$ cat src/hw/rtl/kcpb_pkg.sv
`default_nettype none

package kcpb_pkg;

  // table geometry
  localparam int NUM_SLOTS      = 64;
  localparam int POSES_PER_SLOT = 16;
  localparam int POSE_BITS      = 64;

  // fixed field widths
  localparam int KIND_W  = 3;
  localparam int KEY_W   = 16;
  localparam int WORD_W  = 64;
  localparam int PIDX_W  = 4;
  localparam int COUNT_W = 5;
  localparam int CELLS_W = 7;
  localparam int THR_W   = 5;

  localparam logic [THR_W-1:0] THR_RESET = THR_W'(14);

  // derived widths
  localparam int SLOT_W  = (NUM_SLOTS > 1) ? $clog2(NUM_SLOTS) : 1;
  localparam int SCAN_W  = SLOT_W + 1;
  localparam int CNT_W   = $clog2(POSES_PER_SLOT + 1);
  localparam int TOTAL_W = $clog2(NUM_SLOTS + 1);
  localparam int PDEPTH  = NUM_SLOTS * POSES_PER_SLOT;
  localparam int PADDR_W = (PDEPTH > 1) ? $clog2(PDEPTH) : 1;
  localparam int CMP_W   = CNT_W + THR_W;

  localparam logic [SCAN_W-1:0] SCAN_END = SCAN_W'(NUM_SLOTS);

  // operation codes
  localparam logic [KIND_W-1:0] KIND_INSERT  = KIND_W'(0);
  localparam logic [KIND_W-1:0] KIND_RELEASE = KIND_W'(1);
  localparam logic [KIND_W-1:0] KIND_QUERY   = KIND_W'(2);
  localparam logic [KIND_W-1:0] KIND_READ    = KIND_W'(3);
  localparam logic [KIND_W-1:0] KIND_CLEAR   = KIND_W'(4);

  typedef enum logic [2:0] {
    ST_IDLE,
    ST_SCAN,
    ST_ACT,
    ST_POSE,
    ST_RESP
  } state_t;

  // controller to slot table
  typedef struct packed {
    logic              rd_en;
    logic [SLOT_W-1:0] rd_addr;
    logic              wr_en;
    logic [SLOT_W-1:0] wr_addr;
    logic [KEY_W-1:0]  wr_key;
    logic [CNT_W-1:0]  wr_count;
    logic              set_act;
    logic              clr_act;
    logic              clr_all;
  } slot_cmd_t;

  // slot table read data, valid in the cycle after rd_en
  typedef struct packed {
    logic             active;
    logic [KEY_W-1:0] key;
    logic [CNT_W-1:0] count;
  } slot_rsp_t;

  // controller to pose memory, single port
  typedef struct packed {
    logic                 wr_en;
    logic                 rd_en;
    logic [PADDR_W-1:0]   addr;
    logic [POSE_BITS-1:0] wdata;
  } pose_cmd_t;

endpackage

`default_nettype wire

$ cat src/hw/rtl/kcpb_req_if.sv
`default_nettype none

interface kcpb_req_if import kcpb_pkg::*; ();
  logic              valid;
  logic              ready;
  logic [KIND_W-1:0] kind;
  logic [KEY_W-1:0]  cell_key;
  logic [WORD_W-1:0] pose_word;
  logic [PIDX_W-1:0] pose_index;

  modport source (output valid, kind, cell_key, pose_word, pose_index, input ready);
  modport sink (input valid, kind, cell_key, pose_word, pose_index, output ready);
endinterface

`default_nettype wire

$ cat src/hw/rtl/kcpb_rsp_if.sv
`default_nettype none

interface kcpb_rsp_if import kcpb_pkg::*; ();
  logic               valid;
  logic               ready;
  logic               ok;
  logic               found;
  logic [COUNT_W-1:0] count_now;
  logic               near_full;
  logic               wrapped;
  logic [WORD_W-1:0]  read_pose;
  logic [CELLS_W-1:0] cells_in_use;

  modport source (output valid, ok, found, count_now, near_full, wrapped, read_pose,
                  cells_in_use, input ready);
  modport sink (input valid, ok, found, count_now, near_full, wrapped, read_pose,
                cells_in_use, output ready);
endinterface

`default_nettype wire

$ cat src/hw/rtl/kcpb_cfg_if.sv
`default_nettype none

interface kcpb_cfg_if import kcpb_pkg::*; ();
  logic             valid;
  logic             ready;
  logic [THR_W-1:0] near_full_count;

  modport source (output valid, near_full_count, input ready);
  modport sink (input valid, near_full_count, output ready);
endinterface

`default_nettype wire

$ cat src/hw/rtl/kcpb_ctrl.sv
`default_nettype none

module kcpb_ctrl import kcpb_pkg::*; (
  input  wire                   clk,
  input  wire                   rst,
  kcpb_req_if.sink              req,
  kcpb_rsp_if.source            rsp,
  kcpb_cfg_if.sink              cfg,
  output slot_cmd_t             slot_cmd,
  input  wire slot_rsp_t        slot_rsp,
  output pose_cmd_t             pose_cmd,
  input  wire [POSE_BITS-1:0]   pose_rdata
);

  // control state
  state_t              state, state_next;
  logic [TOTAL_W-1:0]  total, total_next;
  logic [THR_W-1:0]    thr;
  logic                out_valid, out_valid_next;
  logic                cmp_vld, cmp_vld_next;

  // captured transaction
  logic [KIND_W-1:0]   kind_q, kind_q_next;
  logic [KEY_W-1:0]    key_q, key_q_next;
  logic [WORD_W-1:0]   pose_q, pose_q_next;
  logic [PIDX_W-1:0]   pidx_q, pidx_q_next;

  // scan bookkeeping
  logic [SCAN_W-1:0]   scan_addr, scan_addr_next;
  logic [SLOT_W-1:0]   cmp_idx, cmp_idx_next;
  logic                hit, hit_next;
  logic [SLOT_W-1:0]   hit_idx, hit_idx_next;
  logic [CNT_W-1:0]    hit_cnt, hit_cnt_next;
  logic                free_ok, free_ok_next;
  logic [SLOT_W-1:0]   free_idx, free_idx_next;

  // result staging
  logic                res_ok, res_ok_next;
  logic                res_found, res_found_next;
  logic [CNT_W-1:0]    res_count, res_count_next;
  logic                res_near, res_near_next;
  logic                res_wrap, res_wrap_next;
  logic [WORD_W-1:0]   rd_pose, rd_pose_next;

  // output register
  logic                o_ok, o_ok_next;
  logic                o_found, o_found_next;
  logic [COUNT_W-1:0]  o_count, o_count_next;
  logic                o_near, o_near_next;
  logic                o_wrap, o_wrap_next;
  logic [WORD_W-1:0]   o_pose, o_pose_next;
  logic [CELLS_W-1:0]  o_cells, o_cells_next;

  function automatic logic [PADDR_W-1:0] pose_addr(logic [SLOT_W-1:0] slot,
                                                   logic [PADDR_W-1:0] off);
    pose_addr = PADDR_W'(slot) * PADDR_W'(POSES_PER_SLOT) + off;
  endfunction

  // next state, memory commands and results
  always_comb begin
    logic              sel_ok;
    logic [SLOT_W-1:0] sel_slot;
    logic [CNT_W-1:0]  sel_cnt;
    logic              wrap;
    logic [CNT_W-1:0]  base;
    logic              present;

    state_next     = state;
    total_next     = total;
    out_valid_next = out_valid;
    cmp_vld_next   = cmp_vld;
    kind_q_next    = kind_q;
    key_q_next     = key_q;
    pose_q_next    = pose_q;
    pidx_q_next    = pidx_q;
    scan_addr_next = scan_addr;
    cmp_idx_next   = cmp_idx;
    hit_next       = hit;
    hit_idx_next   = hit_idx;
    hit_cnt_next   = hit_cnt;
    free_ok_next   = free_ok;
    free_idx_next  = free_idx;
    res_ok_next    = res_ok;
    res_found_next = res_found;
    res_count_next = res_count;
    res_near_next  = res_near;
    res_wrap_next  = res_wrap;
    rd_pose_next   = rd_pose;
    o_ok_next      = o_ok;
    o_found_next   = o_found;
    o_count_next   = o_count;
    o_near_next    = o_near;
    o_wrap_next    = o_wrap;
    o_pose_next    = o_pose;
    o_cells_next   = o_cells;
    slot_cmd       = '0;
    pose_cmd       = '0;
    present        = 1'b0;

    // insert target: matching slot first, else first free slot
    sel_ok   = hit || free_ok;
    sel_slot = hit ? hit_idx : free_idx;
    sel_cnt  = hit ? hit_cnt : '0;
    wrap     = sel_cnt >= CNT_W'(POSES_PER_SLOT);
    base     = wrap ? '0 : sel_cnt;

    if (out_valid && rsp.ready) begin
      out_valid_next = 1'b0;
    end

    unique case (state)
      ST_IDLE: begin
        if (req.valid) begin
          kind_q_next    = req.kind;
          key_q_next     = req.cell_key;
          pose_q_next    = req.pose_word;
          pidx_q_next    = req.pose_index;
          scan_addr_next = '0;
          cmp_vld_next   = 1'b0;
          hit_next       = 1'b0;
          free_ok_next   = 1'b0;
          state_next     = ST_SCAN;
        end
      end

      ST_SCAN: begin
        // one slot read a cycle, compared in the next cycle
        if (scan_addr < SCAN_END) begin
          slot_cmd.rd_en   = 1'b1;
          slot_cmd.rd_addr = scan_addr[SLOT_W-1:0];
          scan_addr_next   = scan_addr + 1'b1;
          cmp_vld_next     = 1'b1;
          cmp_idx_next     = scan_addr[SLOT_W-1:0];
        end else begin
          cmp_vld_next = 1'b0;
          if (!cmp_vld) begin
            state_next = ST_ACT;
          end
        end
        if (cmp_vld) begin
          if (slot_rsp.active && slot_rsp.key == key_q && !hit) begin
            hit_next     = 1'b1;
            hit_idx_next = cmp_idx;
            hit_cnt_next = slot_rsp.count;
          end
          if (!slot_rsp.active && !free_ok) begin
            free_ok_next  = 1'b1;
            free_idx_next = cmp_idx;
          end
        end
      end

      ST_ACT: begin
        res_ok_next    = 1'b0;
        res_found_next = 1'b0;
        res_count_next = '0;
        res_wrap_next  = 1'b0;
        rd_pose_next   = '0;
        state_next     = ST_RESP;
        unique case (kind_q)
          KIND_INSERT: begin
            if (sel_ok) begin
              pose_cmd.wr_en    = 1'b1;
              pose_cmd.addr     = pose_addr(sel_slot, PADDR_W'(base));
              pose_cmd.wdata    = pose_q[POSE_BITS-1:0];
              slot_cmd.wr_en    = 1'b1;
              slot_cmd.wr_addr  = sel_slot;
              slot_cmd.wr_key   = key_q;
              slot_cmd.wr_count = base + 1'b1;
              if (!hit) begin
                slot_cmd.set_act = 1'b1;
                total_next       = total + 1'b1;
              end
              res_ok_next    = 1'b1;
              res_found_next = hit;
              res_count_next = base + 1'b1;
              res_wrap_next  = wrap;
              present        = 1'b1;
            end
          end
          KIND_RELEASE: begin
            if (hit) begin
              slot_cmd.clr_act = 1'b1;
              slot_cmd.wr_addr = hit_idx;
              total_next       = total - 1'b1;
              res_ok_next      = 1'b1;
              res_found_next   = 1'b1;
            end
          end
          KIND_QUERY: begin
            if (hit) begin
              res_ok_next    = 1'b1;
              res_found_next = 1'b1;
              res_count_next = hit_cnt;
              present        = 1'b1;
            end
          end
          KIND_READ: begin
            if (hit) begin
              res_found_next = 1'b1;
              res_count_next = hit_cnt;
              present        = 1'b1;
              if (CMP_W'(pidx_q) < CMP_W'(hit_cnt)) begin
                res_ok_next    = 1'b1;
                pose_cmd.rd_en = 1'b1;
                pose_cmd.addr  = pose_addr(hit_idx, PADDR_W'(pidx_q));
                state_next     = ST_POSE;
              end
            end
          end
          KIND_CLEAR: begin
            slot_cmd.clr_all = 1'b1;
            total_next       = '0;
            res_ok_next      = 1'b1;
          end
          default: begin
          end
        endcase
        res_near_next = present && (CMP_W'(res_count_next) >= CMP_W'(thr));
      end

      ST_POSE: begin
        rd_pose_next = WORD_W'(pose_rdata);
        state_next   = ST_RESP;
      end

      ST_RESP: begin
        // load the output register once it is free
        if (!out_valid || rsp.ready) begin
          out_valid_next = 1'b1;
          o_ok_next      = res_ok;
          o_found_next   = res_found;
          o_count_next   = COUNT_W'(res_count);
          o_near_next    = res_near;
          o_wrap_next    = res_wrap;
          o_pose_next    = rd_pose;
          o_cells_next   = CELLS_W'(total);
          state_next     = ST_IDLE;
        end
      end

      default: begin
        state_next = ST_IDLE;
      end
    endcase
  end

  // control registers
  always_ff @(posedge clk) begin
    if (rst) begin
      state     <= ST_IDLE;
      total     <= '0;
      out_valid <= 1'b0;
      cmp_vld   <= 1'b0;
      thr       <= THR_RESET;
    end else begin
      state     <= state_next;
      total     <= total_next;
      out_valid <= out_valid_next;
      cmp_vld   <= cmp_vld_next;
      if (cfg.valid) begin
        thr <= cfg.near_full_count;
      end
    end
  end

  // payload registers
  always_ff @(posedge clk) begin
    kind_q    <= kind_q_next;
    key_q     <= key_q_next;
    pose_q    <= pose_q_next;
    pidx_q    <= pidx_q_next;
    scan_addr <= scan_addr_next;
    cmp_idx   <= cmp_idx_next;
    hit       <= hit_next;
    hit_idx   <= hit_idx_next;
    hit_cnt   <= hit_cnt_next;
    free_ok   <= free_ok_next;
    free_idx  <= free_idx_next;
    res_ok    <= res_ok_next;
    res_found <= res_found_next;
    res_count <= res_count_next;
    res_near  <= res_near_next;
    res_wrap  <= res_wrap_next;
    rd_pose   <= rd_pose_next;
    o_ok      <= o_ok_next;
    o_found   <= o_found_next;
    o_count   <= o_count_next;
    o_near    <= o_near_next;
    o_wrap    <= o_wrap_next;
    o_pose    <= o_pose_next;
    o_cells   <= o_cells_next;
  end

  assign req.ready        = (state == ST_IDLE);
  assign cfg.ready        = 1'b1;
  assign rsp.valid        = out_valid;
  assign rsp.ok           = o_ok;
  assign rsp.found        = o_found;
  assign rsp.count_now    = o_count;
  assign rsp.near_full    = o_near;
  assign rsp.wrapped      = o_wrap;
  assign rsp.read_pose    = o_pose;
  assign rsp.cells_in_use = o_cells;

  // checks
  a_clear_empties: assert property (@(posedge clk) disable iff (rst)
    (state == ST_ACT && kind_q == KIND_CLEAR) |=> (total == '0))
    else $error("active total not zero after clear-all");

  a_total_only_in_act: assert property (@(posedge clk) disable iff (rst)
    (state != ST_ACT) |=> $stable(total))
    else $error("active total moved outside the action cycle");

  a_pose_read_issued: assert property (@(posedge clk) disable iff (rst)
    (state == ST_POSE) |-> $past(pose_cmd.rd_en))
    else $error("pose capture without a pose memory read");

  a_insert_counts: assert property (@(posedge clk) disable iff (rst)
    (state == ST_ACT && kind_q == KIND_INSERT && (hit || free_ok)) |=> (res_count != '0))
    else $error("stored insert left a zero pose count");

endmodule

`default_nettype wire

$ cat src/flat_wrapper.sv
// flat-port wrapper written by rule: the top's interface ports become plain ports
module kcpb_ctrl_flat import kcpb_pkg::*;
  (clk, rst, slot_cmd, slot_rsp, pose_cmd, pose_rdata, req_valid, req_kind, req_cell_key, req_pose_word, req_pose_index, req_ready, rsp_valid, rsp_ok, rsp_found, rsp_count_now, rsp_near_full, rsp_wrapped, rsp_read_pose, rsp_cells_in_use, rsp_ready, cfg_valid, cfg_near_full_count, cfg_ready);
  kcpb_req_if req_i ();
  kcpb_rsp_if rsp_i ();
  kcpb_cfg_if cfg_i ();
  input  wire clk;
  input  wire rst;
  output slot_cmd_t slot_cmd;
  input  wire slot_rsp_t slot_rsp;
  output pose_cmd_t pose_cmd;
  input  wire [POSE_BITS-1:0] pose_rdata;
  input wire logic [$bits(req_i.valid)-1:0] req_valid;
  input wire logic [$bits(req_i.kind)-1:0] req_kind;
  input wire logic [$bits(req_i.cell_key)-1:0] req_cell_key;
  input wire logic [$bits(req_i.pose_word)-1:0] req_pose_word;
  input wire logic [$bits(req_i.pose_index)-1:0] req_pose_index;
  output wire logic [$bits(req_i.ready)-1:0] req_ready;
  output wire logic [$bits(rsp_i.valid)-1:0] rsp_valid;
  output wire logic [$bits(rsp_i.ok)-1:0] rsp_ok;
  output wire logic [$bits(rsp_i.found)-1:0] rsp_found;
  output wire logic [$bits(rsp_i.count_now)-1:0] rsp_count_now;
  output wire logic [$bits(rsp_i.near_full)-1:0] rsp_near_full;
  output wire logic [$bits(rsp_i.wrapped)-1:0] rsp_wrapped;
  output wire logic [$bits(rsp_i.read_pose)-1:0] rsp_read_pose;
  output wire logic [$bits(rsp_i.cells_in_use)-1:0] rsp_cells_in_use;
  input wire logic [$bits(rsp_i.ready)-1:0] rsp_ready;
  input wire logic [$bits(cfg_i.valid)-1:0] cfg_valid;
  input wire logic [$bits(cfg_i.near_full_count)-1:0] cfg_near_full_count;
  output wire logic [$bits(cfg_i.ready)-1:0] cfg_ready;
  assign req_i.valid = req_valid;
  assign req_i.kind = req_kind;
  assign req_i.cell_key = req_cell_key;
  assign req_i.pose_word = req_pose_word;
  assign req_i.pose_index = req_pose_index;
  assign req_ready = req_i.ready;
  assign rsp_valid = rsp_i.valid;
  assign rsp_ok = rsp_i.ok;
  assign rsp_found = rsp_i.found;
  assign rsp_count_now = rsp_i.count_now;
  assign rsp_near_full = rsp_i.near_full;
  assign rsp_wrapped = rsp_i.wrapped;
  assign rsp_read_pose = rsp_i.read_pose;
  assign rsp_cells_in_use = rsp_i.cells_in_use;
  assign rsp_i.ready = rsp_ready;
  assign cfg_i.valid = cfg_valid;
  assign cfg_i.near_full_count = cfg_near_full_count;
  assign cfg_ready = cfg_i.ready;
  kcpb_ctrl u_core (.clk(clk), .rst(rst), .req(req_i), .rsp(rsp_i), .cfg(cfg_i), .slot_cmd(slot_cmd), .slot_rsp(slot_rsp), .pose_cmd(pose_cmd), .pose_rdata(pose_rdata));
endmodule
$ cat config.mk
export PLATFORM = sky130hd
export DESIGN_NAME = kcpb_ctrl_flat
export DESIGN_NICKNAME = d
export VERILOG_FILES = /design/src/hw/rtl/kcpb_pkg.sv /design/src/hw/rtl/kcpb_req_if.sv /design/src/hw/rtl/kcpb_rsp_if.sv /design/src/hw/rtl/kcpb_cfg_if.sv /design/src/hw/rtl/kcpb_ctrl.sv /design/src/flat_wrapper.sv
export SDC_FILE = /design/constraint.sdc
export NUM_CORES = 1
export LEC_CHECK = 0
export ABC_CLOCK_PERIOD_IN_PS = 10300
export BUFFER_PORTS_ARGS = -buffer_cell sky130_fd_sc_hd__buf_4
export CAP_MARGIN = 15
export CORE_MARGIN = 2
export CORE_UTILIZATION = 45
export CTS_CLUSTER_SIZE = 40
export DETAILED_ROUTE_END_ITERATION = 8
export MAX_ROUTING_LAYER = met4
export PLACE_DENSITY = 0.82
export SLEW_MARGIN = 20
export SYNTH_ARGS = -nofsm -noshare
export SYNTH_HDL_FRONTEND = slang
export SYNTH_SLANG_ARGS = --single-unit
$ cat constraint.sdc
create_clock -name clk -period 10.3 [get_ports clk]
set_clock_uncertainty 0.05 [all_clocks]
set_input_delay 0 -clock clk [delete_from_list [all_inputs] [get_ports clk]]
set_output_delay 0 -clock clk [all_outputs]
set_load 0.1 [all_outputs]
* Word-level counts from Yosys, hierarchy flattened *
Index checks and enable logic that the tools add are counted.

word-level totals
  bits in registers = 289
  input bits = 183
  output and inout port bits = 197

operators by class
  add/sub/neg operators = 6
  magnitude comparators = 4
  equal/unequal tests = 20
  mux-type cells = 62
  reductions and logical operators = 31

operator list
  kind                                                 count
  one-hot mux 64 bit (2 select lines)                  1
  2-to-1 mux 76 bit                                    1
  2-to-1 mux 74 bit                                    1
  2-to-1 mux 64 bit                                    1
  2-to-1 mux 7 bit                                     7
  2-to-1 mux 31 bit                                    1
  2-to-1 mux 29 bit                                    1
  2-to-1 mux 11 bit                                    2
  2-to-1 mux 22 bit                                    1
  2-to-1 mux 1 bit                                     21
  2-to-1 mux 3 bit                                     7
  one-hot mux 7 bit (3 select lines)                   1
  2-to-1 mux 5 bit                                     4
  one-hot mux 10 bit (2 select lines)                  1
  equality test 16 bit                                 1
  one-hot mux 3 bit (5 select lines)                   1
  adder 7 x 1 -> 7 bit, second input constant          2
  != test 2 x 1 -> 1 bit, second input constant        7
  one-hot mux 7 bit (2 select lines)                   1
  equality test 3 x 2 -> 1 bit, second input constant  4
  2-to-1 mux 6 bit                                     2
  one-hot mux 6 bit (2 select lines)                   1
  AND reduction 4 bit                                  3
  adder 10 x 4 -> 10 bit                               1
  24 further kinds                                     50

* Longest topological paths before layout *
  depth in word-level cells = 9
  mapped depth = 12

* Worst setup path after synthesis *
Ideal clock, no wire load.

  path type = flip-flop to flip-flop
  start point = register u_core.state[2]
  end point = register u_core.key_q[0] (enable)
  library setup time = 0.441 ns
  data arrival time = 4.794 ns
  setup slack = 5.016 ns
  cell stages (with the launch flop) = 5
  buffers on the path = 1
  clock period less this slack = 5.284 ns
  path through = dfxtp_1 -> clkbuf_1 -> nor3_1 -> nand2_1 -> inv_1

on the way
  longest elaborated chain between the ends = 2

ends and longest elaborated chain
  what                           RTL line            RTL
  from (decl)                    kcpb_ctrl.sv:16     state_t state, state_next;
  from (signal assigned)         kcpb_ctrl.sv:257    state <= state_next;
  zero test 3 bit                -
  via req_ready                  flat_wrapper.sv:18  output wire logic [$bits(req_i.ready)-1:0] req_ready;
  AND reduction 2 bit (no line)  -
  to (signal assigned)           kcpb_ctrl.sv:270    key_q <= key_q_next;
  to (decl)                      kcpb_ctrl.sv:24     logic [KEY_W-1:0] key_q, key_q_next;

The timed path passes the listed nets, and every way through them passes these cells.
A chain may end at the register's enable or synchronous reset.

* Worst setup path in the final report *
  start point = register u_core.state[0]
  end point = register u_core.hit_cnt[2] (enable)

on the way
  longest elaborated chain between the ends = 2

ends and longest elaborated chain
  what                           RTL line          RTL
  equality test 3 x 1 -> 1 bit   kcpb_ctrl.sv:111  unique case (state)
  AND reduction 3 bit (no line)  -
  to (signal assigned)           kcpb_ctrl.sv:277  hit_cnt <= hit_cnt_next;
  to (decl)                      kcpb_ctrl.sv:33   logic [CNT_W-1:0] hit_cnt, hit_cnt_next;

No other way between the ends.

==> impl_metrics.env <==
export IMPL_outcome="complete, no violations"
export IMPL_cts_sinks=289
export IMPL_syn_mean_instance_area_um2=14.8
export IMPL_final_util_pct=69.2
export IMPL_cts_path_max_buffers=3
export IMPL_tightest_slew_ns=1.09
export IMPL_rsz0062_at_grt="false"
export IMPL_routed_via_density=5.27
export IMPL_path_class="flip-flop to flip-flop"
export IMPL_p_switching_mw=0.744
export IMPL_timing_fmax_mhz=269
export IMPL_grt_pass1_wl_um=51500
export IMPL_areaGrowthSynthToFinish_pct=51.5
export IMPL_floorplan_die_height_um=164
export IMPL_cts_resized_gates=0
export IMPL_crit_path_end_kind="flip-flop"
export IMPL_num_rows=58
export IMPL_ys_types=57
export IMPL_hold_path_class="primary input to flip-flop"
export IMPL_hold_start="slot_rsp[6]"
export IMPL_initial_utilization_pct=45.7
export IMPL_ys_ff_latch=289
export IMPL_drv_cap=0
export IMPL_worstPathMaxFanout=72
export IMPL_ir_worst_vdd_mv=0.140
export IMPL_fin_tns_setup_ns=0
export IMPL_boundaryPins=380
export IMPL_timing_final_crit_share_pct=36.1
export IMPL_holdPathStages=5
export IMPL_power_share_clock_pct=38.9
export IMPL_h_tree_depth=1
export IMPL_critPathArrivalTime_ns=3.83
export IMPL_die_w_um=164
export IMPL_min_period_ns=3.71
export IMPL_track_usage_pct=26.0
export IMPL_ys_flop_type="edfxtp_1"
export IMPL_cp_start_kind="flip-flop"
export IMPL_core_area_um2=25200
export IMPL_rr_endpoint="u_core.hit_cnt[2]"
export IMPL_synth_area_um2=11500
export IMPL_root_buffer="clkbuf_16"
export IMPL_power_frac_comb_pct=12.6
export IMPL_final_common_cell="buf_4"
export IMPL_slowest_delay_ns=1.04
export IMPL_power_leakage_nw=7.45
export IMPL_yosysSeqAreaShare_pct=73.9
export IMPL_rrSetupSlack_ns=6.59
export IMPL_clock_latency_ns=0.55
export IMPL_dp_slack_ns=6.63
export IMPL_internal_power_mw=2.22
export IMPL_crit_slowest_cell="dfxtp_2"
export IMPL_grt_pass1_vias=9113
export IMPL_synthArstFlopShare_pct=0
export IMPL_grt_ovfl_total=0
export IMPL_floorplan_die_area_um2=26900
export IMPL_synth_edf_count=272
export IMPL_final_cell_count_no_fill=1675
export IMPL_dp_cells=1442
export IMPL_ant_nets=0
export IMPL_wl_per_cell_um=20.7
export IMPL_drt_wl_total_um=34700
export IMPL_syn_inst=780
export IMPL_final_cell_mix="buf_4 (381), edfxtp_1 (272), dlygate4sd3_1 (176)"
export IMPL_power_frac_seq_pct=48.5
export IMPL_setup_viol=0
export IMPL_grt_max_degree=128
export IMPL_route_detailed_drc=0
export IMPL_drtIter0Drc=854
export IMPL_final_max_slew_viol_count=0
export IMPL_reg2reg_depth=6
export IMPL_swShare_pct=25.1
export IMPL_clk_pin_slew_ns=0.06
export IMPL_drive_gt1_share_pct=33.3
export IMPL_dr_pass1_iters=5
export IMPL_crit_family="simple AND/OR/NAND/NOR gates"
export IMPL_crit_required_ns=10.42
export IMPL_hold_path_end="u_core.hit"
export IMPL_antenna_found_initial=0
export IMPL_slew_headroom_pct=27.5
export IMPL_setup_ws_ns=6.59
export IMPL_cts_tree="built"
export IMPL_critical_path_cell_chain="inv_2 > or3_1 > clkinv_4 > nand2_1 > or4_1 > nor2_1"
export IMPL_power_density_nw_per_um2=170
export IMPL_place_congestion=0.878
export IMPL_num_vias=8819
export IMPL_port_buffers=378
export IMPL_whs_ns=0.0335
export IMPL_crit_buf_inv=2
export IMPL_r2r_start="u_core.state[0]"
export IMPL_numCtsBuffers=30
export IMPL_dp_hpwl_um=21900
export IMPL_hold_viol=0
export IMPL_ys_warn_count=0
export IMPL_fin_nets=1521
export IMPL_synth_nets=981
worst register-to-register path: stages (launching register included):
cell and delay, ns:
dfxtp_2 1.04, inv_2 0.12, or3_1 0.61, clkinv_4 0.16, nand2_1 0.08, or4_1 0.55
nor2_1 0.72
routing by layer:
layer,global-route usage (%),routed length [um],vias up
met5,-,0,-
met4,8.73,1140,0
met3,4.04,2390,70
met2,47.0,18400,445
met1,29.6,12700,4294
li1,-,-,4010
logic make-up after synthesis:
| logic type | share of synthesized area, % |
|---|---|
| AOI/OAI and AO/OA | 4.22 |
| and+or+nand+nor | 13.9 |
| DFF | 73.9 |
| other | 0.0653 |
| muxes | 0.892 |
| adders and majority gates | 2.02 |
| buffers and inverters | 2.70 |
| xor gates and xnor gates | 2.28 |
how the worst max path moves through the flow:
stage	from	end	slack [ns]	cells past startpoint
6_report	u_core.state[0]	u_core.hit_cnt[2]	6.59	6
5_1_grt	u_core.state[0]	u_core.hit_cnt[1]	6.38	6
4_1_cts	u_core.hit	pose_cmd[68]	6.59	6
3_5_place_dp	u_core.state[0]	u_core.hit_cnt[1]	6.63	6
3_3_place_gp	u_core.state[0]	u_core.hit_cnt[1]	6.70	6
2_1_floorplan	u_core.state[2]	u_core.key_q[0]	5.02	4
synth_stat cells (5+ instances only):
| library cell | count | area [um^2] |
|---|---|---|
| nand2_1 | 30 | 113 |
| nor2_1 | 45 | 169 |
| buf_2 | 7 | 35.0 |
| and3_1 | 156 | 976 |
| nor2b_1 | 5 | 31.3 |
| clkbuf_1 | 38 | 143 |
| o21ai_0 | 11 | 55.1 |
| ha_1 | 17 | 213 |
| edfxtp_1 | 272 | 8170 |
| inv_1 | 19 | 71.3 |
| nand3_1 | 15 | 75.1 |
| xor2_1 | 17 | 149 |
| mux2i_1 | 8 | 80.1 |
| a211oi_1 | 5 | 37.5 |
| dfxtp_1 | 17 | 340 |
| nor3_1 | 8 | 40.0 |
| a21oi_1 | 21 | 105 |
| nand2b_1 | 7 | 43.8 |
| a22oi_1 | 12 | 90.1 |
| xnor2_1 | 13 | 114 |
cell type report:
type,instances,area (um^2)
well taps,330,413
flip-flops and latches,289,8510
multi-input cells,419,2710
diodes,1,2.50
clock inverters,18,235
inverters,21,85.1
fillers,1603,7750
repair buffers,559,4640
clock buffers,38,831
stage by stage:
step / total power [mW] / area [um^2]
2_1_floorplan: 1.65 / 11500
3_3_place_gp: 1.76 / 14600
3_5_place_dp: 1.77 / 14600
4_1_cts: 2.96 / 17400
5_1_grt: 3.06 / 17400
6_report: 2.97 / 17400
registers in the layout, summed over array words and instances, names as in the netlist, 7 cells and up:
register and cells:
u_core.rd_pose 64, u_core.rsp.cells_in_use 7, u_core.rsp.read_pose 64, u_core.pose_q 64, u_core.scan_addr 7, u_core.total 7
u_core.key_q 16
power groups by stage:
stage               Combinational, mW  Clock [mW]  Sequential [mW]
finish                          0.373        1.15             1.44
global route                    0.395        1.22             1.45
CTS                             0.366        1.16             1.44
detailed placement              0.309           0             1.46
global placement                0.302           0             1.45
floorplan                       0.169           0             1.48
repair_timing:
item                                   CTS  global route
endpoints found under the hold margin  181             0
buffers inserted                         0             0
setup endpoints to repair                0             0
hold buffers                           176             0
Note: power is estimated with default switching activity, not from simulation.
